$ cat config.mk
export PLATFORM = sky130hd
export DESIGN_NAME = round_robin_time_slice_scheduler
export DESIGN_NICKNAME = d
export VERILOG_FILES = /design/src/hdl/rrts_pkg.sv /design/src/hdl/rrts_ring_mem.sv /design/src/hdl/round_robin_time_slice_scheduler.sv
export VERILOG_INCLUDE_DIRS = /design/src /design/src/hdl
export SDC_FILE = /design/constraint.sdc
export NUM_CORES = 1
export LEC_CHECK = 0
export ABC_AREA = 1
export BUFFER_PORTS_ARGS = -buffer_cell sky130_fd_sc_hd__buf_2
export CORE_MARGIN = 2
export CORE_UTILIZATION = 60
export CTS_BUF_LIST = sky130_fd_sc_hd__clkbuf_8
export CTS_CLUSTER_SIZE = 12
export DETAILED_ROUTE_END_ITERATION = 6
export PLACE_DENSITY = 0.89
export RECOVER_POWER = 25
export SETUP_SLACK_MARGIN = 0.02
export SLEW_MARGIN = 20
export SYNTH_ARGS = -nofsm -noshare
export SYNTH_HDL_FRONTEND = slang
export SYNTH_SLANG_ARGS = --single-unit
$ cat constraint.sdc
create_clock -name clk -period 5.06 [get_ports clk]
set_input_delay 0.253 -clock clk [delete_from_list [all_inputs] [get_ports clk]]
set_output_delay 0.253 -clock clk [all_outputs]
set_load 0.02 [all_outputs]
$ cat src/hdl/round_robin_time_slice_scheduler_macros.svh
// Assertion helpers for the scheduler.
// Each macro expands to one labelled concurrent assertion on clk, off while in reset.
`ifndef ROUND_ROBIN_TIME_SLICE_SCHEDULER_MACROS_SVH
`define ROUND_ROBIN_TIME_SLICE_SCHEDULER_MACROS_SVH

// Consequent must hold in the same cycle as the antecedent.
`define RRTS_ASSERT_SAME(label, ante, cons, msg) \
    label: assert property (@(posedge clk) disable iff (!rst_n) (ante) |-> (cons)) \
        else $error(msg);

// Consequent must hold in the cycle after the antecedent.
`define RRTS_ASSERT_NEXT(label, ante, cons, msg) \
    label: assert property (@(posedge clk) disable iff (!rst_n) (ante) |=> (cons)) \
        else $error(msg);

`endif

$ cat src/hdl/rrts_pkg.sv
`timescale 1ns / 1ps
`default_nettype none

package rrts_pkg;

    // Default ring size, quantum after reset and slice count ceiling
    localparam int unsigned DEFAULT_RING_DEPTH = 16;
    localparam logic [7:0]  QUANTUM_RESET      = 8'd4;
    localparam logic [7:0]  SLICE_MAX          = 8'd255;

    // Operation codes
    localparam logic OP_SUBMIT = 1'b0;
    localparam logic OP_TICK   = 1'b1;

    // Result status codes
    typedef enum logic [2:0] {
        ST_ACCEPTED = 3'd0,
        ST_FULL     = 3'd1,
        ST_ZERO     = 3'd2,
        ST_IDLE     = 3'd3,
        ST_RAN      = 3'd4,
        ST_PREEMPT  = 3'd5,
        ST_DONE     = 3'd6
    } status_t;

    // Request payload
    typedef struct packed {
        logic        operation;
        logic [7:0]  job_id;
        logic [15:0] burst_ticks;
    } in_t;

    // Result payload
    typedef struct packed {
        status_t     status;
        logic [7:0]  running_id;
        logic [15:0] remaining_ticks;
        logic [7:0]  slice_used;
        logic [4:0]  jobs_waiting;
    } out_t;

    // One ring entry
    typedef struct packed {
        logic [7:0]  job_id;
        logic [15:0] remaining;
    } entry_t;

endpackage

`default_nettype wire

$ cat src/hdl/rrts_ring_mem.sv
`timescale 1ns / 1ps
`default_nettype none

module rrts_ring_mem #(
    parameter int unsigned DEPTH  = rrts_pkg::DEFAULT_RING_DEPTH,
    parameter int unsigned ADDR_W = $clog2(DEPTH)
) (
    input  wire logic                clk,
    input  wire logic                wr_en,
    input  wire logic [ADDR_W-1:0]   wr_addr,
    input  wire rrts_pkg::entry_t    wr_data,
    input  wire logic                rd_en,
    input  wire logic [ADDR_W-1:0]   rd_addr,
    output rrts_pkg::entry_t         rd_data
);

    rrts_pkg::entry_t mem [DEPTH];
    rrts_pkg::entry_t rd_data_reg;

    // Write one entry
    always_ff @(posedge clk)
    begin
        if (wr_en)
        begin
            mem[wr_addr] <= wr_data;
        end
    end

    // Registered read
    always_ff @(posedge clk)
    begin
        if (rd_en)
        begin
            rd_data_reg <= mem[rd_addr];
        end
    end

    assign rd_data = rd_data_reg;

endmodule

`default_nettype wire

$ cat src/hdl/round_robin_time_slice_scheduler.sv
// Round-robin time-slice scheduler; job ring held in a synchronous RAM.
// Submit and idle tick: result registered the cycle after the request, next request then too unless out_stall holds it.
// Tick on a busy ring: head read in S_IDLE, then modify/write back in S_EXEC; requests are held off in S_EXEC.
// The RAM read latency plus the read-modify-write interlock on the head entry sets the tick rate.
// Reset (rst_n, async, active low): ring empty, pointers and slice count zero, quantum 4.
`timescale 1ns / 1ps
`default_nettype none

`include "round_robin_time_slice_scheduler_macros.svh"

module round_robin_time_slice_scheduler #(
    parameter int unsigned RING_DEPTH = rrts_pkg::DEFAULT_RING_DEPTH
) (
    input  wire logic           clk,
    input  wire logic           rst_n,
    input  wire logic           in_valid,
    output logic                in_stall,
    input  wire rrts_pkg::in_t  in_data,
    output logic                out_valid,
    input  wire logic           out_stall,
    output rrts_pkg::out_t      out_data,
    input  wire logic           cfg_valid,
    output logic                cfg_ready,
    input  wire logic [7:0]     cfg_data
);

    localparam int unsigned ADDR_W = $clog2(RING_DEPTH);
    localparam int unsigned OCC_W  = $clog2(RING_DEPTH + 1);

    typedef enum logic {
        S_IDLE,
        S_EXEC
    } state_t;

    state_t              state_reg, state_next;
    logic [ADDR_W-1:0]   head_reg, head_next;
    logic [ADDR_W-1:0]   tail_reg, tail_next;
    logic [OCC_W-1:0]    occ_reg, occ_next;
    logic [7:0]          slice_reg, slice_next;
    logic [7:0]          quantum_reg, quantum_next;
    logic                out_valid_reg, out_valid_next;
    rrts_pkg::out_t      out_data_reg, out_data_next;

    logic                mem_wr_en;
    logic [ADDR_W-1:0]   mem_wr_addr;
    rrts_pkg::entry_t    mem_wr_data;
    logic                mem_rd_en;
    rrts_pkg::entry_t    mem_rd_data;

    logic                in_accept;
    logic                ring_full;
    logic                ring_empty;
    logic [15:0]         rem_dec;
    logic [7:0]          slice_inc;
    logic [7:0]          quantum_eff;

    function automatic logic [ADDR_W-1:0] ring_next(input logic [ADDR_W-1:0] p);
        logic [ADDR_W-1:0] n;
        if (p == ADDR_W'(RING_DEPTH - 1))
        begin
            n = '0;
        end
        else
        begin
            n = p + 1'b1;
        end
        return n;
    endfunction

    function automatic logic [4:0] to_jobs(input logic [OCC_W-1:0] o);
        logic [OCC_W+4:0] w;
        w = {5'b0, o};
        return w[4:0];
    endfunction

    rrts_ring_mem #(
        .DEPTH  (RING_DEPTH),
        .ADDR_W (ADDR_W)
    ) u_ring (
        .clk     (clk),
        .wr_en   (mem_wr_en),
        .wr_addr (mem_wr_addr),
        .wr_data (mem_wr_data),
        .rd_en   (mem_rd_en),
        .rd_addr (head_reg),
        .rd_data (mem_rd_data)
    );

    // Hold off requests while a tick is in flight or the result is stuck
    assign in_stall  = (state_reg == S_EXEC) || (out_valid_reg && out_stall);
    assign in_accept = in_valid && !in_stall;
    assign cfg_ready = 1'b1;
    assign out_valid = out_valid_reg;
    assign out_data  = out_data_reg;

    assign ring_full   = (occ_reg == OCC_W'(RING_DEPTH));
    assign ring_empty  = (occ_reg == '0);
    assign quantum_eff = (quantum_reg == 8'd0) ? 8'd1 : quantum_reg;
    assign rem_dec     = (mem_rd_data.remaining != 16'd0) ?
                         mem_rd_data.remaining - 16'd1 : 16'd0;
    assign slice_inc   = (slice_reg < rrts_pkg::SLICE_MAX) ? slice_reg + 8'd1 : slice_reg;

    // Work out next state, RAM access and result
    always_comb
    begin
        state_next     = state_reg;
        head_next      = head_reg;
        tail_next      = tail_reg;
        occ_next       = occ_reg;
        slice_next     = slice_reg;
        quantum_next   = quantum_reg;
        out_valid_next = out_valid_reg;
        out_data_next  = out_data_reg;
        mem_wr_en      = 1'b0;
        mem_wr_addr    = tail_reg;
        mem_wr_data    = '{job_id: in_data.job_id, remaining: in_data.burst_ticks};
        mem_rd_en      = 1'b0;

        // drop the result once taken
        if (out_valid_reg && !out_stall)
        begin
            out_valid_next = 1'b0;
        end

        if (cfg_valid && cfg_ready)
        begin
            quantum_next = cfg_data;
        end

        case (state_reg)
            S_IDLE:
            begin
                if (in_accept)
                begin
                    if (in_data.operation == rrts_pkg::OP_SUBMIT)
                    begin
                        out_data_next.running_id      = in_data.job_id;
                        out_data_next.remaining_ticks = 16'd0;
                        out_data_next.slice_used      = 8'd0;
                        if (ring_full)
                        begin
                            out_data_next.status = rrts_pkg::ST_FULL;
                        end
                        else if (in_data.burst_ticks == 16'd0)
                        begin
                            out_data_next.status = rrts_pkg::ST_ZERO;
                        end
                        else
                        begin
                            // append at the tail
                            mem_wr_en            = 1'b1;
                            tail_next            = ring_next(tail_reg);
                            occ_next             = occ_reg + 1'b1;
                            out_data_next.status = rrts_pkg::ST_ACCEPTED;
                        end
                        out_data_next.jobs_waiting = to_jobs(occ_next);
                        out_valid_next             = 1'b1;
                    end
                    else if (ring_empty)
                    begin
                        out_data_next.status          = rrts_pkg::ST_IDLE;
                        out_data_next.running_id      = 8'd0;
                        out_data_next.remaining_ticks = 16'd0;
                        out_data_next.slice_used      = 8'd0;
                        out_data_next.jobs_waiting    = 5'd0;
                        out_valid_next                = 1'b1;
                    end
                    else
                    begin
                        // fetch the head job
                        mem_rd_en  = 1'b1;
                        state_next = S_EXEC;
                    end
                end
            end

            S_EXEC:
            begin
                out_data_next.running_id      = mem_rd_data.job_id;
                out_data_next.remaining_ticks = rem_dec;
                out_data_next.slice_used      = slice_inc;
                mem_wr_data = '{job_id: mem_rd_data.job_id, remaining: rem_dec};
                if (rem_dec == 16'd0)
                begin
                    // retire the job
                    head_next            = ring_next(head_reg);
                    occ_next             = occ_reg - 1'b1;
                    slice_next           = 8'd0;
                    out_data_next.status = rrts_pkg::ST_DONE;
                end
                else if (slice_inc >= quantum_eff)
                begin
                    // rotate the job to the tail
                    mem_wr_en            = 1'b1;
                    mem_wr_addr          = tail_reg;
                    tail_next            = ring_next(tail_reg);
                    head_next            = ring_next(head_reg);
                    slice_next           = 8'd0;
                    out_data_next.status = rrts_pkg::ST_PREEMPT;
                end
                else
                begin
                    // write back the charged work
                    mem_wr_en            = 1'b1;
                    mem_wr_addr          = head_reg;
                    slice_next           = slice_inc;
                    out_data_next.status = rrts_pkg::ST_RAN;
                end
                out_data_next.jobs_waiting = to_jobs(occ_next);
                out_valid_next             = 1'b1;
                state_next                 = S_IDLE;
            end

            default:
            begin
                state_next = S_IDLE;
            end
        endcase
    end

    // Hold state and registered outputs
    always_ff @(posedge clk or negedge rst_n)
    begin
        if (!rst_n)
        begin
            state_reg     <= S_IDLE;
            head_reg      <= '0;
            tail_reg      <= '0;
            occ_reg       <= '0;
            slice_reg     <= '0;
            quantum_reg   <= rrts_pkg::QUANTUM_RESET;
            out_valid_reg <= 1'b0;
        end
        else
        begin
            state_reg     <= state_next;
            head_reg      <= head_next;
            tail_reg      <= tail_next;
            occ_reg       <= occ_next;
            slice_reg     <= slice_next;
            quantum_reg   <= quantum_next;
            out_valid_reg <= out_valid_next;
        end
    end

    always_ff @(posedge clk)
    begin
        out_data_reg <= out_data_next;
    end

    `RRTS_ASSERT_SAME(a_occ_bound, 1'b1, occ_reg <= OCC_W'(RING_DEPTH), "occupancy beyond ring depth")
    `RRTS_ASSERT_SAME(a_empty_ptrs, occ_reg == '0, head_reg == tail_reg, "empty ring with head != tail")
    `RRTS_ASSERT_SAME(a_exec_out_free, state_reg == S_EXEC, !out_valid_reg, "result register busy during tick")
    `RRTS_ASSERT_NEXT(a_tick_fetch, in_accept && (in_data.operation == rrts_pkg::OP_TICK) && !ring_empty, (state_reg == S_EXEC) && !out_valid_reg, "head fetch not followed by execute")

endmodule

`default_nettype wire

==> results.toml <==
[run_status]
status = "finished with violations"
violations = "DRC, capacitance limit, slew limit"

[sta]
rsz0062_at_grt = "no"
setup_viol = 0
finalMaxSlewViolations = 146
max_freq_mhz = 216.2
hold_violations = 0
fin_skew_ns = 0.02568
max_slew.worst_pin.slew_ns = 2.290
period_minus_slack_ns = 4.626
max_slew_margin = -0.5264
finalSetupTns_ns = 0
period_share = 0.9143

[synthesis]
synth_xor_area_frac = 0.003917
netlist_area_sq_mm = 0.02012
synthAdderAreaFrac = 0.009327
synth_commonest_cells = "edfxtp_1, nand2_1, nor2_1"
ys_warn_count = 0
ys_types = 45
ys_seq_area_frac = 0.7071
yosys.area.top_type_share = 0.6685
yosysMostFrequentCell = "edfxtp_1"
synth-simple-area-share = 0.1393
synthArstFlopShare = 0.06472
yosys_register_bits = 479
synth-edff-count = 448
synth_compound_area_frac = 0.1024
synthFlopType = "edfxtp_1"
synth_area_leaders = "edfxtp_1, nand2_1, o21ai_0"
avgSynthCellArea_sq_um = 11.98
synth_top_family_by_area = "simple AND/OR/NAND/NOR gates"
muxShareOfSynthArea = 0
synth_nets = 1733
synth_cells = 1680
synth_top_cell_by_area = "edfxtp_1"

[detailed_routing]
drc = 1
top_layer = "met4"
dr_wl_met3_microns = 6423
drtIter0Drc = 2343
wl_microns = 51290
wl_met2_microns = 24920
dr_total_vias = 14570
wl_per_cell_microns = 22.19
dr.pass1.iters = 7
wl_met1_microns = 17670
antenna_left = 0
viasPerCell = 6.302

[power_and_ir_drop]
clockPowerShare = 0.276
p_leak_uw = 0.008307
ir_drop_uv = 362.9
combPwrFrac = 0.256
p_int_uw = 7021
p_switching_uw = 3620
power.density_mw_per_mm2 = 470.2
p_sw_frac = 0.3402
p_seq_frac = 0.468

[clock_tree]
cts_sinks = 479
cts_resized = 0
htreeDepth = 3
clock_latency_ns = 0.61
cts-root-buf = "clkbuf_8"
clk_path_buf_depth = 3
postCtsHoldBufs = 18
cts_tree = "done"
numCtsBuffers = 72
post_cts_buffers = 0
clk_pin_slew_ns = 0.06

[floorplan]
die-width_microns = 187.1
coreArea_sq_mm = 0.03328
rows = 67
die_area_sq_mm = 0.03502
io_pins = 81
die_y_microns = 187.1
start_util = 0.6046

[global_routing]
grt_overflow = 0
grt_max_degree = 197
track_usage = 0.2940
grt_pass1_wl_microns = 79070
grt_pass1_vias = 14660
grt_antenna_before_repair = 0

[critical_path]
critPathKind = "reg2reg"
setup.worst_path.start_class = "flip-flop"
ff2ff_setup_slack_ns = 0.43
worstRegToRegCells = 21
crit_fanout = 24
end_kind = "flip-flop"
critPathRequiredTime_ns = 5.31
critPathArrivalTime_ns = 4.87

[placed_design]
gp_congestion = 0.8899
placed_area_sq_mm = 0.02120
port-buffer-count = 79
dp_hpwl_microns = 30310

[layout]
num_antenna_cells = 0
final_nets = 1867
fillCellCount = 2122
drive_gt1_frac = 0.1271
final_area_sq_mm = 0.02263
area_growth_pct = 12.46
largest_register_ffs = 384

[hold_path]
whs_path_depth = 3
hold_class = "in2reg"

[job]
maxCapViolations = 4
## final timing paths
path,start,end
hold reg to reg,out_valid,out_valid
min in group asynchronous,rst_n,out_valid
setup / recovery,slice_reg[0],u_ring.mem[2][7]
setup reg to reg,slice_reg[0],u_ring.mem[2][7]
hold / removal,cfg_valid,quantum_reg[5]
max in group asynchronous,rst_n,head_reg[0]
## placed cells by master (no fill, tap or decap), types with 24 or more instances in the layout
| cell | n |
|---|---|
| buf_4 | 38 |
| buf_2 | 37 |
| nand4_1 | 29 |
| nor2_1 | 161 |
| clkbuf_1 | 51 |
| a21oi_1 | 67 |
| inv_1 | 119 |
| nor2_2 | 24 |
| edfxtp_1 | 448 |
| o22ai_1 | 45 |
| dfrtp_1 | 29 |
| a221oi_1 | 29 |
| nand3_1 | 91 |
| nand2_1 | 293 |
| o21ai_0 | 161 |
| clkbuf_8 | 78 |
## per-layer routing
metal / track usage / vias up
met4: 0.1517 / 0
met5: 0 / -
met3: 0.07167 / 219
li1: - / 6311
met2: 0.4873 / 1182
met1: 0.3618 / 6859
## cell type report
cell class	count	area [sq um]	share of cell area
multi-input cells	1009	5202	0.2299
flip-flops and latches	479	14230	0.6290
inverters	104	395.4	0.01747
repair buffers	148	922.1	0.04075
clock buffers	78	1074	0.04744
well taps	448	560.5	0.02477
clock inverters	46	242.7	0.01073
## cells by family after synthesis
family,Yosys count
compound gates,350
buf+inv,192
simple gates,634
flops,479
fa+ha+maj,15
other cells,1
xor+xnor,9
## worst max-delay path, stage by stage, from the launching register on
cell and delay, ns:
dfrtp_1 0.37, ha_1 0.19, inv_1 0.08, nor3_1 0.19
inv_1 0.09, nor2_1 0.17, nand2_1 0.20, nand2_1 0.13
xor2_1 0.24, ha_1 0.30, a21oi_1 0.17, nor2_1 0.07
a211oi_1 0.21, nand3_1 0.17, nor2_2 0.48, nand2_4 0.27
nand2_1 0.18, nand2_4 0.08, clkinv_2 0.06, nand2_2 0.09
nor2_2 0.14, buf_4 0.38
## power groups by stage
stage,clock [uW],combinational [uW],sequential (uW)
finish,2930,2730,4980
global route,3100,2940,5000
CTS,2950,2650,4970
detailed placement,0,2610,5050
global placement,0,2480,5030
floorplan,0,1670,5070
## stage by stage
stage / total power (uW) / utilization / setup WS (ns) / hold slack [ns] / std cells
after floorplan: 6746 / - / 0.8284 / -0.04259 / 1680
after global placement: 7506 / 0.6371 / 0.8611 / 0.3350 / 2170
after detailed placement: 7653 / 0.6371 / 0.7015 / 0.3426 / 2170
after CTS: 10570 / 0.6820 / 0.6617 / 0.0001524 / 2312
after global routing: 11050 / 0.6800 / 0.1806 / 0.04484 / 2312
final: 10640 / 0.6800 / 0.4338 / 0.02680 / 2312
Note: power is estimated with default switching activity, not from simulation.
